### config.mk
export PLATFORM = sky130hd
export DESIGN_NAME = mips_subset_decode_stage
export DESIGN_NICKNAME = d
export VERILOG_FILES = /design/src/hw/rtl/msd_pkg.sv /design/src/hw/rtl/mips_subset_decode_stage.sv
export SDC_FILE = /design/constraint.sdc
export NUM_CORES = 1
export LEC_CHECK = 0
export BUFFER_PORTS_ARGS = -buffer_cell sky130_fd_sc_hd__buf_4
export CORE_ASPECT_RATIO = 1.1
export CORE_MARGIN = 2
export CORE_UTILIZATION = 54
export DETAILED_ROUTE_END_ITERATION = 16
export PLACE_DENSITY = 0.87
export RECOVER_POWER = 25
export SETUP_SLACK_MARGIN = 0.02
export SLEW_MARGIN = 5
export SYNTH_ARGS = -nofsm -noshare
export SYNTH_HDL_FRONTEND = slang
export SYNTH_SLANG_ARGS = --single-unit
### constraint.sdc
create_clock -name clk -period 5.1 [get_ports clk]
set_input_delay 0.765 -clock clk [delete_from_list [all_inputs] [get_ports clk]]
set_output_delay 0.765 -clock clk [all_outputs]
set_load 0.1 [all_outputs]
### src/hw/rtl/msd_pkg.sv
package msd_pkg;

  // Primary opcodes (instruction bits 31:26)
  localparam logic [5:0] OPC_RFMT  = 6'h00;
  localparam logic [5:0] OPC_J     = 6'h02;
  localparam logic [5:0] OPC_BEQ   = 6'h04;
  localparam logic [5:0] OPC_BNE   = 6'h05;
  localparam logic [5:0] OPC_ADDIU = 6'h09;
  localparam logic [5:0] OPC_ANDI  = 6'h0C;
  localparam logic [5:0] OPC_ORI   = 6'h0D;
  localparam logic [5:0] OPC_LHU   = 6'h25;
  localparam logic [5:0] OPC_SH    = 6'h29;

  // R-format function codes (instruction bits 5:0)
  localparam logic [5:0] FN_NOP    = 6'h00;
  localparam logic [5:0] FN_BREAK  = 6'h0D;
  localparam logic [5:0] FN_ADDU   = 6'h21;
  localparam logic [5:0] FN_AND    = 6'h24;
  localparam logic [5:0] FN_OR     = 6'h25;

  // ALU operation codes
  localparam logic [1:0] ALU_NONE  = 2'd0;
  localparam logic [1:0] ALU_ADD   = 2'd1;
  localparam logic [1:0] ALU_AND   = 2'd2;
  localparam logic [1:0] ALU_OR    = 2'd3;

  // Memory access kinds and sizes
  localparam logic [1:0] MEM_NONE  = 2'd0;
  localparam logic [1:0] MEM_READU = 2'd1;
  localparam logic [1:0] MEM_WRITE = 2'd2;
  localparam logic [1:0] MEM_HALF  = 2'd2;
  localparam logic [1:0] MEM_NOSZ  = 2'd0;

  // Exception codes
  localparam logic [1:0] EXC_NONE  = 2'd0;
  localparam logic [1:0] EXC_BREAK = 2'd1;
  localparam logic [1:0] EXC_RI    = 2'd2;

  // Jump keeps the top nibble of the delay-slot address
  localparam logic [31:0] JUMP_REGION_MASK = 32'hF000_0000;

  // Decoded result of one instruction
  typedef struct packed {
    logic [1:0]  alu_function;
    logic        alu_b_immediate;
    logic [31:0] immediate;
    logic [4:0]  dest_reg;
    logic [1:0]  mem_access;
    logic [1:0]  mem_bytes;
    logic        branch_eval;
    logic        branch_taken;
    logic [31:0] branch_target;
    logic [1:0]  exception_code;
    logic [31:0] operand_a;
    logic [31:0] operand_b;
  } dec_result_t;

endpackage

### src/hw/rtl/mips_subset_decode_stage.sv
// MIPS subset decode stage.
// Input channel: an instruction transaction (word, address, register file
// values and forwarded values) is taken at a rising edge where start is
// high and busy is low. busy is always low: one transaction may be taken
// in every cycle, back to back.
// Result channel: out_valid is high for exactly one cycle with the decoded
// fields on the out_ ports; that cycle's closing edge takes the result.
// Path: the transaction is captured in an input register, decoded by a
// single level of combinational logic and captured in the result register,
// which drives out_valid and the out_ ports.
// Throughput: one instruction per cycle, set by the two register stages.
// The widest path is the 32-bit branch operand compare and target adder.
// Reset (rst_n low, synchronous) clears both valid flags, so no result is
// strobed for transactions in flight; payload registers are not reset.
// The receiver cannot stall: every result is presented once and lost if
// not taken in that cycle.
module mips_subset_decode_stage import msd_pkg::*; (
  input  logic        clk,
  input  logic        rst_n,
  input  logic        start,
  output logic        busy,
  input  logic [31:0] in_instruction,
  input  logic [31:0] in_instr_address,
  input  logic [31:0] in_rs_value,
  input  logic [31:0] in_rt_value,
  input  logic        in_fwd_rs_hit,
  input  logic [31:0] in_fwd_rs_value,
  input  logic        in_fwd_rt_hit,
  input  logic [31:0] in_fwd_rt_value,
  output logic        out_valid,
  output logic [1:0]  out_alu_function,
  output logic        out_alu_b_immediate,
  output logic [31:0] out_immediate,
  output logic [4:0]  out_dest_reg,
  output logic [1:0]  out_mem_access,
  output logic [1:0]  out_mem_bytes,
  output logic        out_branch_eval,
  output logic        out_branch_taken,
  output logic [31:0] out_branch_target,
  output logic [1:0]  out_exception_code,
  output logic [31:0] out_operand_a,
  output logic [31:0] out_operand_b
);

  logic        in_valid_r;
  logic [31:0] instr_r;
  logic [31:0] addr_r;
  logic [31:0] rs_val_r;
  logic [31:0] rt_val_r;
  logic        fwd_rs_hit_r;
  logic [31:0] fwd_rs_val_r;
  logic        fwd_rt_hit_r;
  logic [31:0] fwd_rt_val_r;

  logic        out_valid_r;
  dec_result_t res_r;
  dec_result_t res_nxt;

  logic        accept;

  assign busy   = 1'b0;
  assign accept = start && !busy;

  // Input register
  always_ff @(posedge clk) begin
    if (!rst_n) begin
      in_valid_r <= 1'b0;
    end else begin
      in_valid_r <= accept;
    end
    if (accept) begin
      instr_r      <= in_instruction;
      addr_r       <= in_instr_address;
      rs_val_r     <= in_rs_value;
      rt_val_r     <= in_rt_value;
      fwd_rs_hit_r <= in_fwd_rs_hit;
      fwd_rs_val_r <= in_fwd_rs_value;
      fwd_rt_hit_r <= in_fwd_rt_hit;
      fwd_rt_val_r <= in_fwd_rt_value;
    end
  end

  // Instruction fields
  logic [5:0]  opc;
  logic [4:0]  rs;
  logic [4:0]  rt;
  logic [4:0]  rd;
  logic [5:0]  fn;
  logic [15:0] imm16;
  logic [31:0] simm;
  logic [31:0] zimm;
  logic [31:0] op_a;
  logic [31:0] op_b;
  logic [31:0] cmp_a;
  logic [31:0] cmp_b;
  logic        ops_equal;
  logic [31:0] pc_plus4;

  assign opc   = instr_r[31:26];
  assign rs    = instr_r[25:21];
  assign rt    = instr_r[20:16];
  assign rd    = instr_r[15:11];
  assign fn    = instr_r[5:0];
  assign imm16 = instr_r[15:0];
  assign simm  = {{16{imm16[15]}}, imm16};
  assign zimm  = {16'h0000, imm16};

  // Register zero reads as zero and never takes a forwarded value
  assign op_a  = (rs != 5'd0) ? rs_val_r : 32'h0;
  assign op_b  = (rt != 5'd0) ? rt_val_r : 32'h0;
  assign cmp_a = ((rs != 5'd0) && fwd_rs_hit_r) ? fwd_rs_val_r : op_a;
  assign cmp_b = ((rt != 5'd0) && fwd_rt_hit_r) ? fwd_rt_val_r : op_b;
  assign ops_equal = (cmp_a == cmp_b);
  assign pc_plus4  = addr_r + 32'd4;

  // Decode
  always_comb begin
    res_nxt = '0;
    res_nxt.operand_a = op_a;
    res_nxt.operand_b = op_b;
    case (opc)
      OPC_RFMT: begin
        res_nxt.dest_reg = rd;
        case (fn)
          FN_NOP:   res_nxt.dest_reg = 5'd0;
          FN_ADDU:  res_nxt.alu_function = ALU_ADD;
          FN_AND:   res_nxt.alu_function = ALU_AND;
          FN_OR:    res_nxt.alu_function = ALU_OR;
          FN_BREAK: res_nxt.exception_code = EXC_BREAK;
          default:  res_nxt.exception_code = EXC_RI;
        endcase
      end
      OPC_J: begin
        res_nxt.branch_taken  = 1'b1;
        res_nxt.branch_target = (pc_plus4 & JUMP_REGION_MASK) |
                                {4'h0, instr_r[25:0], 2'b00};
      end
      default: begin
        // I-format: immediate as ALU B, rt as destination
        res_nxt.alu_b_immediate = 1'b1;
        res_nxt.immediate       = simm;
        res_nxt.dest_reg        = rt;
        case (opc)
          OPC_ADDIU: res_nxt.alu_function = ALU_ADD;
          OPC_ANDI: begin
            res_nxt.alu_function = ALU_AND;
            res_nxt.immediate    = zimm;
          end
          OPC_ORI: begin
            res_nxt.alu_function = ALU_OR;
            res_nxt.immediate    = zimm;
          end
          OPC_LHU: begin
            res_nxt.alu_function = ALU_ADD;
            res_nxt.mem_access   = MEM_READU;
            res_nxt.mem_bytes    = MEM_HALF;
          end
          OPC_SH: begin
            res_nxt.alu_function = ALU_ADD;
            res_nxt.mem_access   = MEM_WRITE;
            res_nxt.mem_bytes    = MEM_HALF;
            res_nxt.dest_reg     = 5'd0;
          end
          OPC_BEQ, OPC_BNE: begin
            res_nxt.dest_reg      = 5'd0;
            res_nxt.branch_eval   = 1'b1;
            res_nxt.branch_taken  = (opc == OPC_BEQ) ? ops_equal : !ops_equal;
            res_nxt.branch_target = pc_plus4 + {simm[29:0], 2'b00};
          end
          default: res_nxt.exception_code = EXC_RI;
        endcase
      end
    endcase
    // An exception cancels ALU, memory and writeback
    if (res_nxt.exception_code != EXC_NONE) begin
      res_nxt.alu_function = ALU_NONE;
      res_nxt.mem_access   = MEM_NONE;
      res_nxt.dest_reg     = 5'd0;
    end
  end

  // Result register
  always_ff @(posedge clk) begin
    if (!rst_n) begin
      out_valid_r <= 1'b0;
    end else begin
      out_valid_r <= in_valid_r;
    end
    if (in_valid_r) begin
      res_r <= res_nxt;
    end
  end

  assign out_valid           = out_valid_r;
  assign out_alu_function    = res_r.alu_function;
  assign out_alu_b_immediate = res_r.alu_b_immediate;
  assign out_immediate       = res_r.immediate;
  assign out_dest_reg        = res_r.dest_reg;
  assign out_mem_access      = res_r.mem_access;
  assign out_mem_bytes       = res_r.mem_bytes;
  assign out_branch_eval     = res_r.branch_eval;
  assign out_branch_taken    = res_r.branch_taken;
  assign out_branch_target   = res_r.branch_target;
  assign out_exception_code  = res_r.exception_code;
  assign out_operand_a       = res_r.operand_a;
  assign out_operand_b       = res_r.operand_b;

endmodule

==> metrics.md, run 1 <==
| Metric | Value |
|---|---|
| Input/output buffers | 340 |
| Worst-path fanout max | 4 |
| Critical Path Source Type | flip-flop |
| Post-route ant nets | 0 |
| CTS tree | done |
| Critical path type | reg2reg |
| Final Max Slew Viols | 33 |
| Post-route cell area | 18500 sq um |
| Skew final | 0.0223 ns |
| First-pass GRT wire length | 52900 um |
| Status | finished with violations |
| Vias in the first global route | 9786 |
| CTS Sinks | 324 |
| Final Setup Violations | 0 |
| Synthesis-to-layout area growth | 26.1% |
| Post-CTS sizing | 0 |
| Failing checks | capacitance limit, slew limit |
| Vias per cell | 5.65 |
| Reg2reg setup slack | 0.90 ns |
| VDD IR max | 0.000294 V |
| Total vias in the final route | 9926 |
| Fmax | 238 MHz |
| Die width | 161 um |
| Clk_lat worst skew | 0.51 ns |
| Setup Fix Bufs, Post-CTS | 0 |
| CP Capture Type | flip-flop |
| Worst flop-to-flop path endpoint | out_branch_target[29]$_DFFE_PP_ |
| Pleak | 7.13 nW |
| Post-route DRC | 0 |
| Top post-synthesis cells by area | edfxtp_1, and2_1, mux2i_1 |
| Post-synth EDFFs | 322 |
| Final net count | 1606 |
| Die H | 177 um |
| Total CTS buffers | 34 |
| DP Area | 17500 sq um |
| Fill count | 1786 |
| Worst EP arrival | 4.45 ns |
| Share of cells above drive strength 1 | 30.1% |
| Slew margin rel. | -1.85% |
| Fin. Hold Viols | 0 |
| Yosys cell types | 60 |
| Min Clock Period, post-route | 4.20 ns |
| Initial core utilization | 54.7% |
| Largest net degree at the start of global routing | 117 |
| Mapped Area | 14700 sq um |
| Clock root buffer | clkbuf_16 |
| CTS Buffer Depth | 3 |
| H-tree depth | 2 |
| RSZ-0062 raised after global routing | false |
| Sequential area share after synthesis | 66.1% |
| Ys flop type | edfxtp_1 |
| Power Dens Cells | 386 nW/um^2 |
| Worst Path Required | 5.36 ns |
| Critical Path Sink | out_branch_target[29]$_DFFE_PP_ |
| Register bit total from synthesis | 324 |
| Per-cell routed wire length | 20.2 um |
| Measured slew at the worst slew-check pin | 1.53 ns |
| CP Launch Point | addr_r[2]$_DFFE_PP_ |
| Setup TNS | 0 ns |
| Core ar. | 26900 sq um |
| Leading area contributor after synthesis | edfxtp_1 |
| Max-Cap Viols | 1 |
| Row Count | 63 |
| DR pass1 iterations | 5 |
| Post-synthesis cell count | 1034 |
| CTS Hold Bufs | 0 |
| Gr ovfl total | 0 |
| Total power | 7.16 mW |
| GP Congestion | 0.888 |
| Initial antenna violation count | 5 |
| Async SR Flop Fraction | 0% |
| GRT Resource Usage Total | 24.3% |
| Critical R2R Launch | addr_r[2]$_DFFE_PP_ |
| Worst-path clk slew | 0.06 ns |
| Yosys warnings | 0 |
| Mean Syn Cell Area | 14.2 sq um |
| I/O pin count | 343 |
| Routed WL | 35400 um |
| HP Class | in2reg |
| Reg2reg path depth | 16 |
| Tcrit/Tclk final | 82.3% |
| DP Wirelength | 25500 um |
| Starting DRC count in detailed routing | 819 |
| Synth top area share | 65.8% |
| Total Die Area | 28500 sq um |
-- area by class of cell --
class / instances / area (sq um) / area share [%]
Tap cell: 357 / 447 / 2.41
Clock inverter: 16 / 145 / 0.783
Multi-Input combinational cell: 645 / 4630 / 25.0
Antenna cell: 6 / 15.0 / 0.0810
Inverter: 16 / 60.1 / 0.324
Timing Repair Buffer: 351 / 2620 / 14.2
Sequential cell: 324 / 9710 / 52.4
Clock buffer: 42 / 901 / 4.86
-- metal layers --
layer  vias up  part of all wire, %  track usage, %
met5         -                    0               0
met4         0                  4.4            10.6
met2       459                   49            40.5
met1      4776                   40            31.6
met3        98                  6.9            4.33
li1       4593                    -               -
-- how the worst min path moves through the flow --
stage	start	end	cells past startpoint
after global routing	in_rs_value[25]	rs_val_r[25]$_DFFE_PP_	1
after CTS	in_instruction[12]	instr_r[12]$_DFFE_PP_	1
after floorplan	addr_r[0]$_DFFE_PP_	out_branch_target[0]$_DFFE_PP_	1
after global placement	addr_r[0]$_DFFE_PP_	out_branch_target[0]$_DFFE_PP_	1
after detailed placement	addr_r[0]$_DFFE_PP_	out_branch_target[0]$_DFFE_PP_	1
final	in_instr_address[12]	addr_r[12]$_DFFE_PP_	1
-- cell families after synthesis --
kind of cell | synth area share (%)
flops | 66.1
simple gates | 10.6
compound gates | 8.27
xor+xnor | 4.29
mux | 5.01
buf+inv | 2.49
fa+ha+maj | 3.20
other cells | 0.0255
-- Yosys cell counts (11+ instances only) --
master / count
nor3_1: 11
and2_1: 84
o21ai_0: 24
nor2_1: 42
nand4_1: 14
clkbuf_1: 20
nand3_1: 13
a22o_1: 36
nor4_1: 12
a22oi_1: 15
mux2_2: 19
a21oi_1: 39
ha_1: 36
xnor2_1: 47
inv_1: 16
edfxtp_1: 322
buf_4: 22
mux2i_1: 51
xor2_1: 25
nand2_1: 62
-- metrics by stage --
step                      cells  hold WS (ns)  utilization, %  setup slack, ns
after floorplan            1035         0.497               -             1.52
after detailed placement   1693         0.516            65.1             1.09
after CTS                  1751         0.411            69.0             1.05
after global routing       1756         0.426            68.9            0.544
after global placement     1693         0.503            65.1             1.21
final                      1757         0.448            68.9            0.903
-- power by group --
part	switching, mW	leakage (nW)	internal (mW)
registers	0.118	3.06	3.17
clock network	0.977	0.504	1.36
logic	1.07	3.56	0.472
-- placed cells by master, fill, tap and decap left out, types with 13 or more instances in the layout --
master / instances
clkbuf_16: 34
nor2_1: 41
nand3_1: 13
edfxtp_1: 322
xnor2_1: 47
a22o_1: 36
and2_1: 84
nand4_1: 14
o21ai_0: 24
buf_4: 156
a21oi_1: 39
ha_1: 36
clkbuf_4: 189
mux2_2: 19
nand2_1: 62
inv_1: 16
mux2i_1: 51
a22oi_1: 15
xor2_1: 25
-- critical path, stage by stage, from the launching register on --
cell and delay, ns:
edfxtp_1 0.39, ha_1 0.20, and2_1 0.17, and3_1 0.25, nand2_1 0.13, inv_1 0.11
nand4_1 0.11, xnor2_1 0.22, ha_1 0.28, a211oi_1 0.35, nand3_1 0.15, a211oi_1 0.42
o31ai_1 0.23, a31oi_1 0.38, o21ai_0 0.19, xnor2_1 0.15, a22o_1 0.19
No activity file was read; power rests on OpenSTA's default activity.
==> run 2: changes to the inputs <==
- clock period: 5.1 -> 4.2 ns (I/O delays scaled with it)
==> metrics.md, run 2 (synthesis gave the netlist of run 1 again) <==
| Metric | Value |
|---|---|
| Measured slew at the worst slew-check pin | 2.12 ns (+0.599 ns) |
| Power Dens Cells | 478 nW/um^2 (+24%) |
| Initial antenna violation count | 6 (+1) |
| First-pass GRT wire length | 55500 um (+4.9%) |
| Tcrit/Tclk final | 93.3% (+11 points) |
| Post-Place Cells | 1694 (+0.059%) |
| Critical path type | reg2reg |
| Post-route ant nets | 0 (unchanged) |
| Slew margin rel. | -41.6% (-40 points) |
| Final Setup Violations | 0 (unchanged) |
| GP Congestion | 0.864 (-2.7%) |
| Per-cell routed wire length | 20.9 um (+3.7%) |
| Final net count | 1607 (+0.062%) |
| Pleak | 7.19 nW (+0.84%) |
| Multi-input logic area | 4660 sq um (+0.59%) |
| Share of cells above drive strength 1 | 30.5% (+0.41 points) |
| Min Clock Period, post-route | 3.92 ns (-0.276 ns) |
| Total vias in the final route | 10129 (+2.0%) |
| Input/output buffers | 340 (unchanged) |
| Die H | 177 um (unchanged) |
| Setup TNS | 0 ns (unchanged) |
| GRT Resource Usage Total | 25.5% (+1.2 points) |
| Worst-path fanout max | 4 (unchanged) |
| Hold_ws | 0.305 ns (-0.143 ns) |
| Area occupied by registers | 9710 sq um (about the same) |
| Crit-path leading delay family | compound AO/OA/AOI/OAI gates |
| Core ar. | 26900 sq um (unchanged) |
| Crit-path cells | ha_1 > and2_1 > and3_1 > nand2_1 > inv_1 > nand4_1 > xnor2_1 > ha_1 > a211oi_1 > nand3_1 > a211oi_2 > o31ai_2 > a31oi_2 > o21ai_0 > xnor2_1 > a22o_1 |
| DR pass1 iterations | 5 (unchanged) |
| Post-route DRC | 0 (unchanged) |
| RSZ-0062 raised after global routing | true |
| Max-Cap Viols | 1 (unchanged) |
| Skew final | 0.0167 ns (-0.00559 ns) |
| Initial core utilization | 54.7% (unchanged) |
| Non-Filler Instances | 1761 (+0.23%) |
| Vias in the first global route | 10139 (+3.6%) |
| Final core occ | 69.6% (+0.61 points) |
| Vias per cell | 5.75 (+1.8%) |
| CTS tree | done |
| Status | finished with violations |
| Failing checks | capacitance limit, slew limit |
| DP Wirelength | 26100 um (+2.3%) |
| Clock root buffer | clkbuf_16 |
| Post-CTS sizing | 0 (unchanged) |
| Largest net degree at the start of global routing | 119 (+1.7%) |
| Starting DRC count in detailed routing | 875 (+6.8%) |
| VDD IR max | 0.000430 V (+47%) |
| CP Capture Type | flip-flop |
| WP buf/inv | 1 (unchanged) |
| Setup Fix Bufs, Post-CTS | 0 (unchanged) |
| Fill count | 1749 (-2.1%) |
| Gr ovfl total | 0 (unchanged) |
| Critical Path Source Type | flip-flop |
| Routed WL | 36800 um (+3.9%) |
| CTS Sinks | 324 (unchanged) |
| Most frequent cells in the layout | edfxtp_1, clkbuf_4, buf_4 |
| HP Class | in2reg |
| Row Count | 63 (unchanged) |
| CTS Hold Bufs | 0 (unchanged) |
| Worst-path clk slew | 0.06 ns (about the same) |
| Synthesis-to-layout area growth | 27.2% |
| Commonest non-fill, non-tap cell in the layout | edfxtp_1 |
| Die width | 161 um (unchanged) |
| Fmax | 255 MHz (+7.0%) |
| Clk_lat worst skew | 0.52 ns (about the same) |
| Final Max Slew Viols | 78 (+140%) |
| Worst Path Required | 4.46 ns (-0.90 ns) |
| Worst EP arrival | 4.18 ns (-0.27 ns) |
| Total CTS buffers | 34 (unchanged) |
| Fin. Hold Viols | 0 (unchanged) |
| Slowest-stage cell, CP | edfxtp_1 |
| Biggest cell delay along the critical path | 0.39 ns (-0.03 ns) |
| CTS Buffer Depth | 3 (unchanged) |
| I/O pin count | 343 (unchanged) |
| H-tree depth | 2 (unchanged) |
| Total Die Area | 28500 sq um (unchanged) |
==> run 2: final timing paths <==
kind	start	endpoint	slack, ns	depth (start not counted)
hold / removal	in_rs_value[24]	rs_val_r[24]$_DFFE_PP_	0.31	1
setup reg to reg	addr_r[2]$_DFFE_PP_	out_branch_target[29]$_DFFE_PP_	0.28	16
setup / recovery	addr_r[2]$_DFFE_PP_	out_branch_target[29]$_DFFE_PP_	0.28	16
hold reg to reg	addr_r[0]$_DFFE_PP_	out_branch_target[0]$_DFFE_PP_	0.51	1
==> run 2: final cells by class <==
cell class	instances	area share, %
inverters	16	0.321
diodes	6	0.0803
flip-flops and latches	324	52.0
well taps	357	2.39
clock buffers	45	4.88
repair buffers	352	14.2
multi-input cells	645	24.9
clock inverters	16	1.22
==> run 2: per-stage QoR <==
stage	cell area [sq um]	power (mW)	setup WS, ns
floorplan	14700	5.40	0.616
global placement	17600	5.89	0.312
detailed placement	17600	5.94	0.148
CTS	18700	8.97	0.0884
global route	18700	9.23	0.00548
finish	18700	8.94	0.280
==> run 2: metal layers <==
layer	global-route usage, %	vias to the layer above	wire length (um)
li1	-	4593	-
met1	31.4	4898	13800
met2	44.0	534	18700
met3	4.59	104	2810
met4	11.5	0	1560
met5	0	-	0
==> run 2: where the power goes <==
group          switching [mW]  internal (mW)
clock network            1.20           1.85
registers               0.155           3.85
logic                    1.31          0.581
==> run 3: changes to the inputs <==
- CELL_PAD_IN_SITES_DETAIL_PLACEMENT: not set -> 0
- CELL_PAD_IN_SITES_GLOBAL_PLACEMENT: not set -> 1
- CORE_UTILIZATION: 54 -> 44
==> metrics.md, run 3 (synthesis gave the netlist of run 1 again) <==
| Metric | Value |
|---|---|
| Clk_lat worst skew | 0.53 ns (about the same) |
| VDD IR max | 0.000377 V (-12%) |
| Power Dens Cells | 482 nW/um^2 (+0.86%) |
| Hold_ws | 0.295 ns (-0.0105 ns) |
| Worst hold path depth | 1 (unchanged) |
| Net switching power | 2.74 mW (+2.9%) |
| Max-Cap Viols | 1 (unchanged) |
| CTS Sinks | 324 (unchanged) |
| DR pass1 iterations | 5 (unchanged) |
| Min Clock Period, post-route | 3.90 ns (-0.0166 ns) |
| Initial antenna violation count | 7 (+1) |
| Vias per cell | 5.29 (-8.0%) |
| Sw frac | 30.1% (+0.29 points) |
| Hold Crit Start | in_rs_value[28] |
| Total CTS buffers | 36 (+5.9%) |
| Per-cell routed wire length | 19.9 um (-4.6%) |
| First-pass GRT wire length | 54500 um (-1.8%) |
| Fin. Hold Viols | 0 (unchanged) |
| DP Wirelength | 26600 um (+1.9%) |
| CTS Buffer Depth | 3 (unchanged) |
| Crit-path leading delay family | compound AO/OA/AOI/OAI gates |
| Post-route cell area | 18900 sq um (+1.1%) |
| Setup Fix Bufs, Post-CTS | 0 (unchanged) |
| Share of cells above drive strength 1 | 31.7% (+1.1 points) |
| Internal | 6.37 mW (+1.5%) |
| Critical Path Source Type | flip-flop |
| Starting DRC count in detailed routing | 720 (-18%) |
| Gr ovfl total | 0 (unchanged) |
| I/O pin count | 343 (unchanged) |
| Final core occ | 57.1% (-12 points) |
| Input/output buffers | 340 (unchanged) |
| Commonest non-fill, non-tap cell in the layout | edfxtp_1 |
| GP Congestion | 0.858 (-0.74%) |
| Most frequent cells in the layout | edfxtp_1, clkbuf_4, buf_4 |
| Pleak | 7.26 nW (+0.97%) |
| Initial core utilization | 44.4% (-10 points) |
| Final Setup Violations | 0 (unchanged) |
| Comb power frac | 20.6% (-0.5 points) |
| Post-route DRC | 0 (unchanged) |
| Final Max Slew Viols | 92 (+18%) |
| Fill count | 2670 (+53%) |
| Final net count | 1615 (+0.50%) |
| HP Class | in2reg |
| CP Launch Point | addr_r[2]$_DFFE_PP_ |
| Post-route ant nets | 0 (unchanged) |
| RSZ-0062 raised after global routing | true |
| Routed WL | 36800 um (about the same) |
| Crit-path cells | ha_1 > and2_1 > and3_1 > nand2_1 > inv_1 > nand4_1 > xnor2_1 > ha_1 > a211oi_1 > nand3_1 > a211oi_2 > o31ai_2 > a31oi_2 > o21ai_0 > xnor2_1 > a22o_1 |
| Reg2reg setup slack | 0.30 ns (+0.02 ns) |
| CTS tree | done |
| Die width | 178 um (+11%) |
| Slew margin rel. | -61.6% (-20 points) |
| Core ar. | 33100 sq um (+23%) |
| Worst Path Required | 4.48 ns (+0.02 ns) |
| Worst EP arrival | 4.18 ns (about the same) |
| Status | finished with violations |
| Critical path type | reg2reg |
| Flop pwr share | 43.8% (-1.0 points) |
| Total Die Area | 34900 sq um (+22%) |
| PnR worst setup slack | 0.296 ns (+0.0166 ns) |
| Clock root buffer | clkbuf_16 |
| DP Area | 17700 sq um (+0.58%) |
| Largest net degree at the start of global routing | 92 (-23%) |
| CP Capture Type | flip-flop |
| GRT Resource Usage Total | 20.7% (-4.7 points) |
| Vias in the first global route | 9462 (-6.7%) |
| Reg2reg path depth | 16 (unchanged) |
| Worst-path fanout max | 4 (unchanged) |
| Failing checks | capacitance limit, slew limit |
| Die H | 196 um (+11%) |
| Measured slew at the worst slew-check pin | 2.42 ns (+0.299 ns) |
| Biggest cell delay along the critical path | 0.40 ns (about the same) |
| Row Count | 70 (+11%) |
| Slowest-stage cell, CP | edfxtp_1 |
| Critical path depth | 16 (unchanged) |
| Clock network power share | 35.6% (+1.5 points) |
| Synthesis-to-layout area growth | 28.6% |
| CTS Hold Bufs | 0 (unchanged) |
| Fmax | 256 MHz (+0.43%) |
| Setup TNS | 0 ns (unchanged) |
| H-tree depth | 2 (unchanged) |
| Worst-path clk slew | 0.06 ns (about the same) |
| Skew final | 0.0123 ns (-0.00434 ns) |
| Total vias in the final route | 9779 (-3.5%) |
| Tcrit/Tclk final | 92.9% (-0.40 points) |
| Place WS | 0.196 ns (+0.0477 ns) |
| Critical R2R Launch | addr_r[2]$_DFFE_PP_ |
| WP buf/inv | 1 (unchanged) |
==> run 3: changes by cell type in the layout (fill, tap and decap cells not counted), sizes merged <==
cell	change
clkinvlp	+2
clkinv	+4
inv	+2
clkbuf	-3
buf	+6
==> run 3: layout make-up <==
cell class	count	area (sq um)	area share [%]
clock buffers	42	945	5.00
inverters	16	60.1	0.318
flip-flops and latches	324	9710	51.4
clock inverters	24	283	1.50
diodes	6	15.0	0.0795
well taps	432	541	2.86
multi-input cells	645	4660	24.6
repair buffers	358	2680	14.2
==> run 3: timing repair <==
action                                  in CTS  in global routing
gates resized for setup                      0                  5
endpoints found under the hold margin        0                  0
endpoints found under the setup margin       0                  4
==> run 3: routing by layer <==
layer  GRT usage (%)  wire length, um
met4            7.17             1070
met5               0               16
met1            27.5            15000
met3            3.70             2580
met2            34.5            18100
==> run 3: per-stage QoR <==
| step | cells | power (mW) |
|---|---|---|
| after floorplan | 1035 | 5.40 |
| after global placement | 1775 | 5.91 |
| after detailed placement | 1775 | 5.94 |
| after CTS | 1841 | 9.19 |
| after global routing | 1847 | 9.46 |
| final | 1847 | 9.11 |
==> run 3: final timing paths <==
path,end
max,out_branch_target[29]$_DFFE_PP_
max reg2reg,out_branch_target[29]$_DFFE_PP_
min reg2reg,out_branch_target[0]$_DFFE_PP_
min,rs_val_r[28]$_DFFE_PP_
==> run 3: worst reg2reg max path, delay by kind of cell, from the launching register on <==
family	cells	cell delay, ns
compound gates	6	1.39
simple gates	5	0.86
fa+ha+maj	2	0.48
flops	1	0.40
buf+inv	1	0.15
xor+xnor	2	0.38
==> run 3: power groups by stage <==
stage | clock network [mW] | registers, mW | logic, mW
after floorplan | 0 | 4.66 | 0.739
after global placement | 0 | 4.05 | 1.86
after detailed placement | 0 | 4.06 | 1.88
after CTS | 3.32 | 3.99 | 1.88
after global routing | 3.45 | 4.02 | 2.00
final | 3.24 | 3.99 | 1.88
